### config.mk
export PLATFORM = sky130hd
export DESIGN_NAME = rle_sprite_span_decoder_core
export DESIGN_NICKNAME = d
export VERILOG_FILES = /design/src/rtl/rssd_pkg.sv /design/src/rtl/rssd_front.sv /design/src/rtl/rssd_queue.sv /design/src/rtl/rssd_back.sv /design/src/rtl/rle_sprite_span_decoder_core.sv
export SDC_FILE = /design/constraint.sdc
export NUM_CORES = 1
export LEC_CHECK = 0
export CELL_PAD_IN_SITES_DETAIL_PLACEMENT = 1
export CELL_PAD_IN_SITES_GLOBAL_PLACEMENT = 1
export CORE_MARGIN = 2
export CORE_UTILIZATION = 50
export CTS_BUF_LIST = sky130_fd_sc_hd__clkbuf_4
export DETAILED_ROUTE_END_ITERATION = 8
export DONT_BUFFER_PORTS = 1
export GPL_ROUTABILITY_DRIVEN = 0
export PLACE_DENSITY = 0.89
export SLEW_MARGIN = 20
export SYNTH_ARGS = -nofsm -noshare
export SYNTH_HDL_FRONTEND = slang
export SYNTH_SLANG_ARGS = --single-unit
### constraint.sdc
create_clock -name i_clk -period 10.6 [get_ports i_clk]
set_input_delay 2.12 -clock i_clk [delete_from_list [all_inputs] [get_ports i_clk]]
set_output_delay 2.12 -clock i_clk [all_outputs]
set_load 0.02 [all_outputs]
### src/rtl/rssd_pkg.sv
`timescale 1ns / 1ps

package rssd_pkg;

    // configuration register indexes
    localparam logic [2:0] CFG_ORIGIN_X    = 3'd0;
    localparam logic [2:0] CFG_ORIGIN_Y    = 3'd1;
    localparam logic [2:0] CFG_LAST_ROW_Y  = 3'd2;
    localparam logic [2:0] CFG_CLIP_LEFT   = 3'd3;
    localparam logic [2:0] CFG_CLIP_TOP    = 3'd4;
    localparam logic [2:0] CFG_CLIP_RIGHT  = 3'd5;
    localparam logic [2:0] CFG_CLIP_BOTTOM = 3'd6;

    localparam int CFG_IDX_W  = 3;
    localparam int CFG_DATA_W = 16;

    localparam int PEN_X_W = 18;
    localparam int PEN_Y_W = 17;
    localparam logic signed [PEN_X_W:0] PEN_X_MAX = 19'sd131071;

    // op queue between decoder and clipper
    localparam int QDEPTH = 4;
    localparam int QAW    = $clog2(QDEPTH);

    typedef enum logic [2:0] {
        PH_IDLE   = 3'd0,
        PH_CMD    = 3'd1,
        PH_RUNVAL = 3'd2,
        PH_LIT    = 3'd3,
        PH_SKIP   = 3'd4
    } t_phase;

    typedef enum logic [1:0] {
        KIND_PIXEL = 2'd0,
        KIND_SPAN  = 2'd1,
        KIND_DONE  = 2'd2
    } t_kind;

    typedef struct packed {
        logic signed [15:0] origin_x;
        logic signed [15:0] origin_y;
        logic signed [15:0] last_row_y;
        logic signed [15:0] clip_left;
        logic signed [15:0] clip_top;
        logic signed [15:0] clip_right;
        logic signed [15:0] clip_bottom;
    } t_cfg;

    typedef struct packed {
        t_kind                      kind;
        logic signed [PEN_X_W-1:0]  x;
        logic signed [PEN_Y_W-1:0]  y;
        logic [6:0]                 count;
        logic [7:0]                 value;
    } t_op;

    // pen advance, saturating at the top of the 18-bit signed range
    function automatic logic signed [PEN_X_W-1:0] pen_add(
        input logic signed [PEN_X_W-1:0] x,
        input logic [7:0]                n
    );
        logic signed [PEN_X_W:0] v;
        v = {x[PEN_X_W-1], x} + $signed({{(PEN_X_W-7){1'b0}}, n});
        if (v > PEN_X_MAX) begin
            return PEN_X_MAX[PEN_X_W-1:0];
        end
        return v[PEN_X_W-1:0];
    endfunction

endpackage

### src/rtl/rssd_front.sv
`timescale 1ns / 1ps

module rssd_front (
    input  logic               i_clk,
    input  logic               i_rst_n,
    input  rssd_pkg::t_cfg     i_cfg,
    input  logic               i_accept,
    input  logic [7:0]         i_data_byte,
    input  logic               i_frame_start,
    output logic               o_push,
    output rssd_pkg::t_op      o_op
);
    import rssd_pkg::*;

    t_phase                    r_phase, n_phase;
    logic [6:0]                r_rem, n_rem;
    logic signed [PEN_X_W-1:0] r_pen_x, n_pen_x;
    logic signed [PEN_Y_W-1:0] r_pen_y, n_pen_y;

    logic                      empty_clip;
    t_phase                    eff_phase;
    logic signed [PEN_X_W-1:0] base_x;
    logic signed [PEN_Y_W-1:0] base_y;
    logic signed [PEN_X_W-1:0] org_x;
    logic signed [PEN_Y_W-1:0] org_y;
    logic signed [PEN_Y_W-1:0] last_y;
    logic [6:0]                cmd_n;
    logic                      cmd_t;
    logic                      at_last_row;

    assign org_x  = {{(PEN_X_W-16){i_cfg.origin_x[15]}}, i_cfg.origin_x};
    assign org_y  = {{(PEN_Y_W-16){i_cfg.origin_y[15]}}, i_cfg.origin_y};
    assign last_y = {{(PEN_Y_W-16){i_cfg.last_row_y[15]}}, i_cfg.last_row_y};

    assign empty_clip = (i_cfg.clip_right <= i_cfg.clip_left) ||
                        (i_cfg.clip_bottom <= i_cfg.clip_top) ||
                        (i_cfg.origin_y > i_cfg.last_row_y);

    // a start word restarts decoding from the command phase at the origin
    assign eff_phase = i_frame_start ? PH_CMD : r_phase;
    assign base_x    = i_frame_start ? org_x : r_pen_x;
    assign base_y    = i_frame_start ? org_y : r_pen_y;
    assign cmd_n     = i_data_byte[7:1];
    assign cmd_t     = i_data_byte[0];
    assign at_last_row = (base_y >= last_y);

    // next state
    always_comb begin
        n_phase = r_phase;
        if (i_accept) begin
            if (i_frame_start && empty_clip) begin
                n_phase = PH_IDLE;
            end else begin
                unique case (eff_phase)
                    PH_CMD: begin
                        if (cmd_n != 7'd0) begin
                            n_phase = cmd_t ? PH_LIT : PH_RUNVAL;
                        end else if (cmd_t) begin
                            n_phase = PH_SKIP;
                        end else if (at_last_row) begin
                            n_phase = PH_IDLE;
                        end else begin
                            n_phase = PH_CMD;
                        end
                    end
                    PH_RUNVAL: n_phase = PH_CMD;
                    PH_LIT:    n_phase = (r_rem == 7'd1) ? PH_CMD : PH_LIT;
                    PH_SKIP:   n_phase = PH_CMD;
                    default:   n_phase = r_phase;
                endcase
            end
        end
    end

    // outputs and datapath
    always_comb begin
        n_rem   = r_rem;
        n_pen_x = r_pen_x;
        n_pen_y = r_pen_y;
        o_push  = 1'b0;
        o_op    = '{kind: KIND_DONE, x: '0, y: '0, count: '0, value: '0};
        if (i_accept) begin
            n_pen_x = base_x;
            n_pen_y = base_y;
            if (i_frame_start) begin
                n_rem = 7'd0;
            end
            if (i_frame_start && empty_clip) begin
                o_push = 1'b1;
            end else begin
                unique case (eff_phase)
                    PH_CMD: begin
                        if (cmd_n != 7'd0) begin
                            n_rem = cmd_n;
                        end else if (!cmd_t) begin
                            if (at_last_row) begin
                                o_push = 1'b1;
                                n_rem  = 7'd0;
                            end else begin
                                n_pen_y = base_y + PEN_Y_W'(1);
                                n_pen_x = org_x;
                            end
                        end
                    end
                    PH_RUNVAL: begin
                        o_push       = 1'b1;
                        o_op.kind    = KIND_SPAN;
                        o_op.x       = r_pen_x;
                        o_op.y       = r_pen_y;
                        o_op.count   = r_rem;
                        o_op.value   = i_data_byte;
                        n_pen_x      = pen_add(r_pen_x, {1'b0, r_rem});
                        n_rem        = 7'd0;
                    end
                    PH_LIT: begin
                        o_push       = 1'b1;
                        o_op.kind    = KIND_PIXEL;
                        o_op.x       = r_pen_x;
                        o_op.y       = r_pen_y;
                        o_op.count   = 7'd1;
                        o_op.value   = i_data_byte;
                        n_pen_x      = pen_add(r_pen_x, 8'd1);
                        n_rem        = r_rem - 7'd1;
                    end
                    PH_SKIP: begin
                        n_pen_x = pen_add(r_pen_x, i_data_byte);
                    end
                    default: begin
                        // idle: word ignored
                    end
                endcase
            end
        end
    end

    always_ff @(posedge i_clk) begin
        if (!i_rst_n) begin
            r_phase <= PH_IDLE;
            r_rem   <= '0;
            r_pen_x <= '0;
            r_pen_y <= '0;
        end else begin
            r_phase <= n_phase;
            r_rem   <= n_rem;
            r_pen_x <= n_pen_x;
            r_pen_y <= n_pen_y;
        end
    end

endmodule

### src/rtl/rssd_queue.sv
`timescale 1ns / 1ps

module rssd_queue (
    input  logic           i_clk,
    input  logic           i_rst_n,
    input  logic           i_push,
    input  rssd_pkg::t_op  i_op,
    input  logic           i_pop,
    output logic           o_full,
    output logic           o_empty,
    output rssd_pkg::t_op  o_op
);
    import rssd_pkg::*;

    t_op            r_mem [QDEPTH];
    logic [QAW-1:0] r_wr, r_rd;
    logic [QAW:0]   r_count;
    logic           do_push, do_pop;

    assign o_full  = (r_count == (QAW+1)'(QDEPTH));
    assign o_empty = (r_count == '0);
    assign o_op    = r_mem[r_rd];
    assign do_push = i_push && !o_full;
    assign do_pop  = i_pop && !o_empty;

    always_ff @(posedge i_clk) begin
        if (do_push) begin
            r_mem[r_wr] <= i_op;
        end
    end

    always_ff @(posedge i_clk) begin
        if (!i_rst_n) begin
            r_wr    <= '0;
            r_rd    <= '0;
            r_count <= '0;
        end else begin
            if (do_push) begin
                r_wr <= r_wr + QAW'(1);
            end
            if (do_pop) begin
                r_rd <= r_rd + QAW'(1);
            end
            if (do_push && !do_pop) begin
                r_count <= r_count + (QAW+1)'(1);
            end else if (do_pop && !do_push) begin
                r_count <= r_count - (QAW+1)'(1);
            end
        end
    end

endmodule

### src/rtl/rssd_back.sv
`timescale 1ns / 1ps

module rssd_back (
    input  logic               i_clk,
    input  logic               i_rst_n,
    input  rssd_pkg::t_cfg     i_cfg,
    input  logic               i_empty,
    input  rssd_pkg::t_op      i_op,
    output logic               o_pop,
    output logic               o_out_valid,
    input  logic               i_out_ready,
    output logic [1:0]         o_kind,
    output logic signed [15:0] o_pos_x,
    output logic signed [15:0] o_pos_y,
    output logic [6:0]         o_span_length,
    output logic [7:0]         o_pixel_value,
    output logic               o_frame_last
);
    import rssd_pkg::*;

    logic                      r_valid;
    t_kind                     r_kind;
    logic signed [15:0]        r_pos_x, r_pos_y;
    logic [6:0]                r_len;
    logic [7:0]                r_value;
    logic                      r_last;

    logic signed [PEN_X_W:0]   x_ext, left_ext, right_ext, lo, hi, span_end, diff;
    logic signed [PEN_Y_W-1:0] top_ext, bot_ext;
    logic                      visible, is_done, emit;

    assign x_ext     = {i_op.x[PEN_X_W-1], i_op.x};
    assign left_ext  = {{(PEN_X_W+1-16){i_cfg.clip_left[15]}}, i_cfg.clip_left};
    assign right_ext = {{(PEN_X_W+1-16){i_cfg.clip_right[15]}}, i_cfg.clip_right};
    assign top_ext   = {{(PEN_Y_W-16){i_cfg.clip_top[15]}}, i_cfg.clip_top};
    assign bot_ext   = {{(PEN_Y_W-16){i_cfg.clip_bottom[15]}}, i_cfg.clip_bottom};

    // a single pixel is a span of one, so both go through the same clip
    assign span_end = x_ext + $signed({{(PEN_X_W-6){1'b0}}, i_op.count});
    assign lo       = (x_ext > left_ext) ? x_ext : left_ext;
    assign hi       = (span_end < right_ext) ? span_end : right_ext;
    assign diff     = hi - lo;
    assign visible  = (hi > lo) && (i_op.y >= top_ext) && (i_op.y < bot_ext);
    assign is_done  = (i_op.kind == KIND_DONE);

    assign o_pop = !i_empty && (!r_valid || i_out_ready);
    assign emit  = o_pop && (is_done || visible);

    always_ff @(posedge i_clk) begin
        if (!i_rst_n) begin
            r_valid <= 1'b0;
        end else if (emit) begin
            r_valid <= 1'b1;
        end else if (i_out_ready) begin
            r_valid <= 1'b0;
        end
    end

    always_ff @(posedge i_clk) begin
        if (emit) begin
            r_kind <= i_op.kind;
            if (is_done) begin
                r_pos_x <= '0;
                r_pos_y <= '0;
                r_len   <= '0;
                r_value <= '0;
                r_last  <= 1'b1;
            end else begin
                r_pos_x <= lo[15:0];
                r_pos_y <= i_op.y[15:0];
                r_len   <= diff[6:0];
                r_value <= i_op.value;
                r_last  <= 1'b0;
            end
        end
    end

    assign o_out_valid   = r_valid;
    assign o_kind        = r_kind;
    assign o_pos_x       = r_pos_x;
    assign o_pos_y       = r_pos_y;
    assign o_span_length = r_len;
    assign o_pixel_value = r_value;
    assign o_frame_last  = r_last;

endmodule

### src/rtl/rle_sprite_span_decoder_core.sv
`timescale 1ns / 1ps

// Run-length sprite span decoder. One coded byte is taken per clock when the
// op queue has room; the decoder updates phase and pen in that cycle and
// posts run, pixel and frame-done ops to a four-entry queue. The clipper
// pops one op per clock, when the output register is free or taken, into it
// unless the op clips away; a word reaches the output via the queue and the
// output register. The sustained rate is one byte per cycle; an output stall
// backs up through the queue to the input ready. Clip and origin registers
// are read live and should be written only while no byte or word is in flight.

module rle_sprite_span_decoder_core (
    input  logic                               i_clk,
    input  logic                               i_rst_n,
    input  logic                               i_cfg_we,
    input  logic [rssd_pkg::CFG_IDX_W-1:0]     i_cfg_index,
    input  logic [rssd_pkg::CFG_DATA_W-1:0]    i_cfg_data,
    input  logic                               i_in_valid,
    output logic                               o_in_ready,
    input  logic [7:0]                         i_data_byte,
    input  logic                               i_frame_start,
    output logic                               o_out_valid,
    input  logic                               i_out_ready,
    output logic [1:0]                         o_kind,
    output logic signed [15:0]                 o_pos_x,
    output logic signed [15:0]                 o_pos_y,
    output logic [6:0]                         o_span_length,
    output logic [7:0]                         o_pixel_value,
    output logic                               o_frame_last
);
    import rssd_pkg::*;

    t_cfg  r_cfg;
    logic  accept, push, pop, full, empty;
    t_op   push_op, head_op;

    always_ff @(posedge i_clk) begin
        if (!i_rst_n) begin
            r_cfg <= '0;
        end else if (i_cfg_we) begin
            unique case (i_cfg_index)
                CFG_ORIGIN_X:    r_cfg.origin_x    <= i_cfg_data;
                CFG_ORIGIN_Y:    r_cfg.origin_y    <= i_cfg_data;
                CFG_LAST_ROW_Y:  r_cfg.last_row_y  <= i_cfg_data;
                CFG_CLIP_LEFT:   r_cfg.clip_left   <= i_cfg_data;
                CFG_CLIP_TOP:    r_cfg.clip_top    <= i_cfg_data;
                CFG_CLIP_RIGHT:  r_cfg.clip_right  <= i_cfg_data;
                CFG_CLIP_BOTTOM: r_cfg.clip_bottom <= i_cfg_data;
                default: begin
                    // unused index
                end
            endcase
        end
    end

    assign o_in_ready = !full;
    assign accept     = i_in_valid && o_in_ready;

    rssd_front u_front (
        .i_clk         (i_clk),
        .i_rst_n       (i_rst_n),
        .i_cfg         (r_cfg),
        .i_accept      (accept),
        .i_data_byte   (i_data_byte),
        .i_frame_start (i_frame_start),
        .o_push        (push),
        .o_op          (push_op)
    );

    rssd_queue u_queue (
        .i_clk   (i_clk),
        .i_rst_n (i_rst_n),
        .i_push  (push),
        .i_op    (push_op),
        .i_pop   (pop),
        .o_full  (full),
        .o_empty (empty),
        .o_op    (head_op)
    );

    rssd_back u_back (
        .i_clk         (i_clk),
        .i_rst_n       (i_rst_n),
        .i_cfg         (r_cfg),
        .i_empty       (empty),
        .i_op          (head_op),
        .o_pop         (pop),
        .o_out_valid   (o_out_valid),
        .i_out_ready   (i_out_ready),
        .o_kind        (o_kind),
        .o_pos_x       (o_pos_x),
        .o_pos_y       (o_pos_y),
        .o_span_length (o_span_length),
        .o_pixel_value (o_pixel_value),
        .o_frame_last  (o_frame_last)
    );

endmodule
==> results.cfg <==
[run_status]
status = finished, final reports clean

[die]
rows = 79
core_area_um2 = 46400
initial_utilization_pct = 50.4
die_width_um = 220
pin_count = 85
die_h_um = 220
die_area_um2 = 48500

[setup_path]
slowest_stage = dfxtp_2
cp_max_fo = 50
crit_path_end_kind = flip-flop
critical_path_class = reg -> reg
worst_ep_required_time_ps = 10890
arrival_ps = 9450
critPathLaunchType = flip-flop
crit_path_frequent_cell = ha_1
critPathMaxStageDelay_ps = 820

[drt]
dr.pass1.iters = 6
via_count = 19500
viasPerCell = 6.56
drtIter0Drc = 1892
drt_wl_total_um = 80800
remaining_drc_errors = 0
drtAntennaViolNets = 0
wl_per_cell_um = 27.1

[grt]
grt_pass1_vias = 20600
grt.total_usage_pct = 33.5
grt-ovfl-total = 0
grt_antenna_before_repair = 6
grt_max_degree = 85
grt_pass1_wl_um = 123000

[clocking]
path_clk_slew_ps = 80
numCtsBuffers = 106
cts_htree_levels = 3
clockBufferDepth = 3
cts_tree = built
clock-root-buffer = clkbuf_4
clock_sinks = 425
cts_resized = 0
insertion_delay_ps = 920
cts_hold_buf = 0
post-cts-setup-buffers = 0

[timing]
finalCriticalPeriod_ps = 9160
finalClockSkew_ps = 94.3
max_freq_mhz = 109
tns_ps = 0
fin_worst_hold_slack_ps = 459
slew_headroom_pct = 20.7
setup_viol = 0
worst_pin_slew_ps = 1190
rsz0062_at_grt = false
drv_slew = 0
worst_slack_ps = 1440
period_share_pct = 86.4
hold_violations = 0

[synthesis]
syn_avg_cell_area_um2 = 10.4
netlist_area_um2 = 23400
yosysTopAreaCell = edfxtp_1
synth_ff_type = edfxtp_1
syn-num-nets = 2478
synth_common_cells = nand2_1, edfxtp_1, a21oi_1
synth_cells = 2255
async_flop_share_pct = 0
yosysUniqueCellTypes = 76
ys_ff_latch = 425
post-synth-top-count-cell = nand2_1
synth_edf_count = 258
synth.area.top_cells = edfxtp_1, dfxtp_1, ha_1
seq_area_frac_synth_pct = 47.4
yosysWarnings = 0
netlist.area_leader.share_pct = 33.1

[placed_design]
dp_slack_ps = 2020
numPortBuffers = 0
dpl.hpwl_um = 52100

[worst_hold_path]
hold_class = reg -> reg

[pwr]
p_leak_nw = 9.45
power_density_nw_per_um2 = 239
power_mw = 6.04
peakVddDrop_mv = 0.148

[finish]
areaGrowthSynthToFinish_pct = 8.21
fillers = 5053
nets = 2503
drive_gt1_share_pct = 13.2

[run]
maxCapViolCount = 0
## cells by family after synthesis
group,Yosys count,synth area share [%]
simple gates,737,15.0
compound gates,488,12.9
flops,425,47.4
buf+inv,233,3.94
fa+ha+maj,190,10.3
mux,114,7.83
xor+xnor,68,2.55
## worst paths after layout
path | from | end | slack, ps | cells past startpoint
setup / recovery | flip-flop | u_back.o_pos_x[4]$_SDFFCE_PP0P_ | 1440 | 28
hold / removal | r_cfg[41]$_SDFFE_PN0P_ | r_cfg[41]$_SDFFE_PN0P_ | 460 | 2
hold reg to reg | r_cfg[41]$_SDFFE_PN0P_ | r_cfg[41]$_SDFFE_PN0P_ | 460 | 2
setup reg to reg | flip-flop | u_back.o_pos_x[4]$_SDFFCE_PP0P_ | 1440 | 28
## flip-flops by register name, indices dropped and copies added (netlist names), 3 cells and up, named ones only
name	cells
u_queue.r_count	3
u_back.o_pos_x	16
u_queue.r_mem	208
u_front.r_pen_y	17
r_cfg	112
u_front.r_pen_x	18
u_back.o_pixel_value	8
u_back.o_pos_y	16
u_back.o_span_length	7
u_front.r_phase	3
u_front.r_rem	7
## power by group
group          switching, mW  internal [mW]  leakage, nW
logic                   1.37          0.887         4.76
clock network          0.759          0.702        0.823
registers              0.282           2.03         3.87
## placed cells by master (no fill, tap or decap), types with 13 or more instances in the layout
| cell | instances |
|---|---|
| nand2_1 | 342 |
| edfxtp_1 | 258 |
| a21oi_1 | 233 |
| ha_1 | 185 |
| dfxtp_1 | 165 |
| clkbuf_4 | 162 |
| inv_1 | 125 |
| nor2_1 | 110 |
| o21ai_0 | 64 |
| and3_1 | 53 |
| mux4_2 | 52 |
| nor2b_1 | 46 |
| nand3_1 | 41 |
| xnor2_1 | 41 |
| a21o_1 | 31 |
| mux2i_1 | 30 |
| nand4_1 | 27 |
| xor2_1 | 27 |
| nor3_1 | 25 |
| mux2_2 | 25 |
| clkinv_1 | 21 |
| buf_4 | 21 |
| nand2b_1 | 19 |
| o21ai_1 | 18 |
| a31oi_1 | 16 |
| nor4_1 | 15 |
| o211ai_1 | 13 |
## routing by layer
| metal | global-route usage [%] | share of wire, % | vias to the layer above | routed length (µm) |
|---|---|---|---|---|
| met2 | 54.4 | 47 | 1231 | 38200 |
| met4 | 18.8 | 5.7 | 4 | 4640 |
| li1 | - | - | 8346 | - |
| met3 | 8.07 | 9.2 | 339 | 7440 |
| met1 | 40.9 | 38 | 9603 | 30500 |
| met5 | 0 | 0.028 | - | 23 |
## through the flow
| step | cell area, µm² | instances | utilization, % |
|---|---|---|---|
| after global routing | 25300 | 2977 | 54.6 |
| after global placement | 23900 | 2779 | 51.6 |
| after CTS | 25300 | 2976 | 54.6 |
| final | 25300 | 2978 | 54.6 |
| after floorplan | 23400 | 2255 | - |
| after detailed placement | 23900 | 2779 | 51.6 |
## area by class of cell
cell class,instances,area (µm²),share of cell area [%]
flip-flops and latches,425,11100,43.9
well taps,607,759,3.00
diodes,2,5.00,0.0198
clock buffers,162,1220,4.81
repair buffers,21,158,0.623
multi-input cells,1597,11400,45.1
clock inverters,35,166,0.658
inverters,129,488,1.93
## worst max-delay path, delay by kind of cell (launching register included)
kind | cells | cell delay (ps)
muxes | 2 | 770
xor gates and xnor gates | 1 | 180
AOI/OAI and AO/OA | 9 | 2440
and+or+nand+nor | 10 | 1730
buffers and inverters | 3 | 1630
DFF | 1 | 820
adders and majority gates | 3 | 980
No activity file was read; power rests on OpenSTA's default activity.
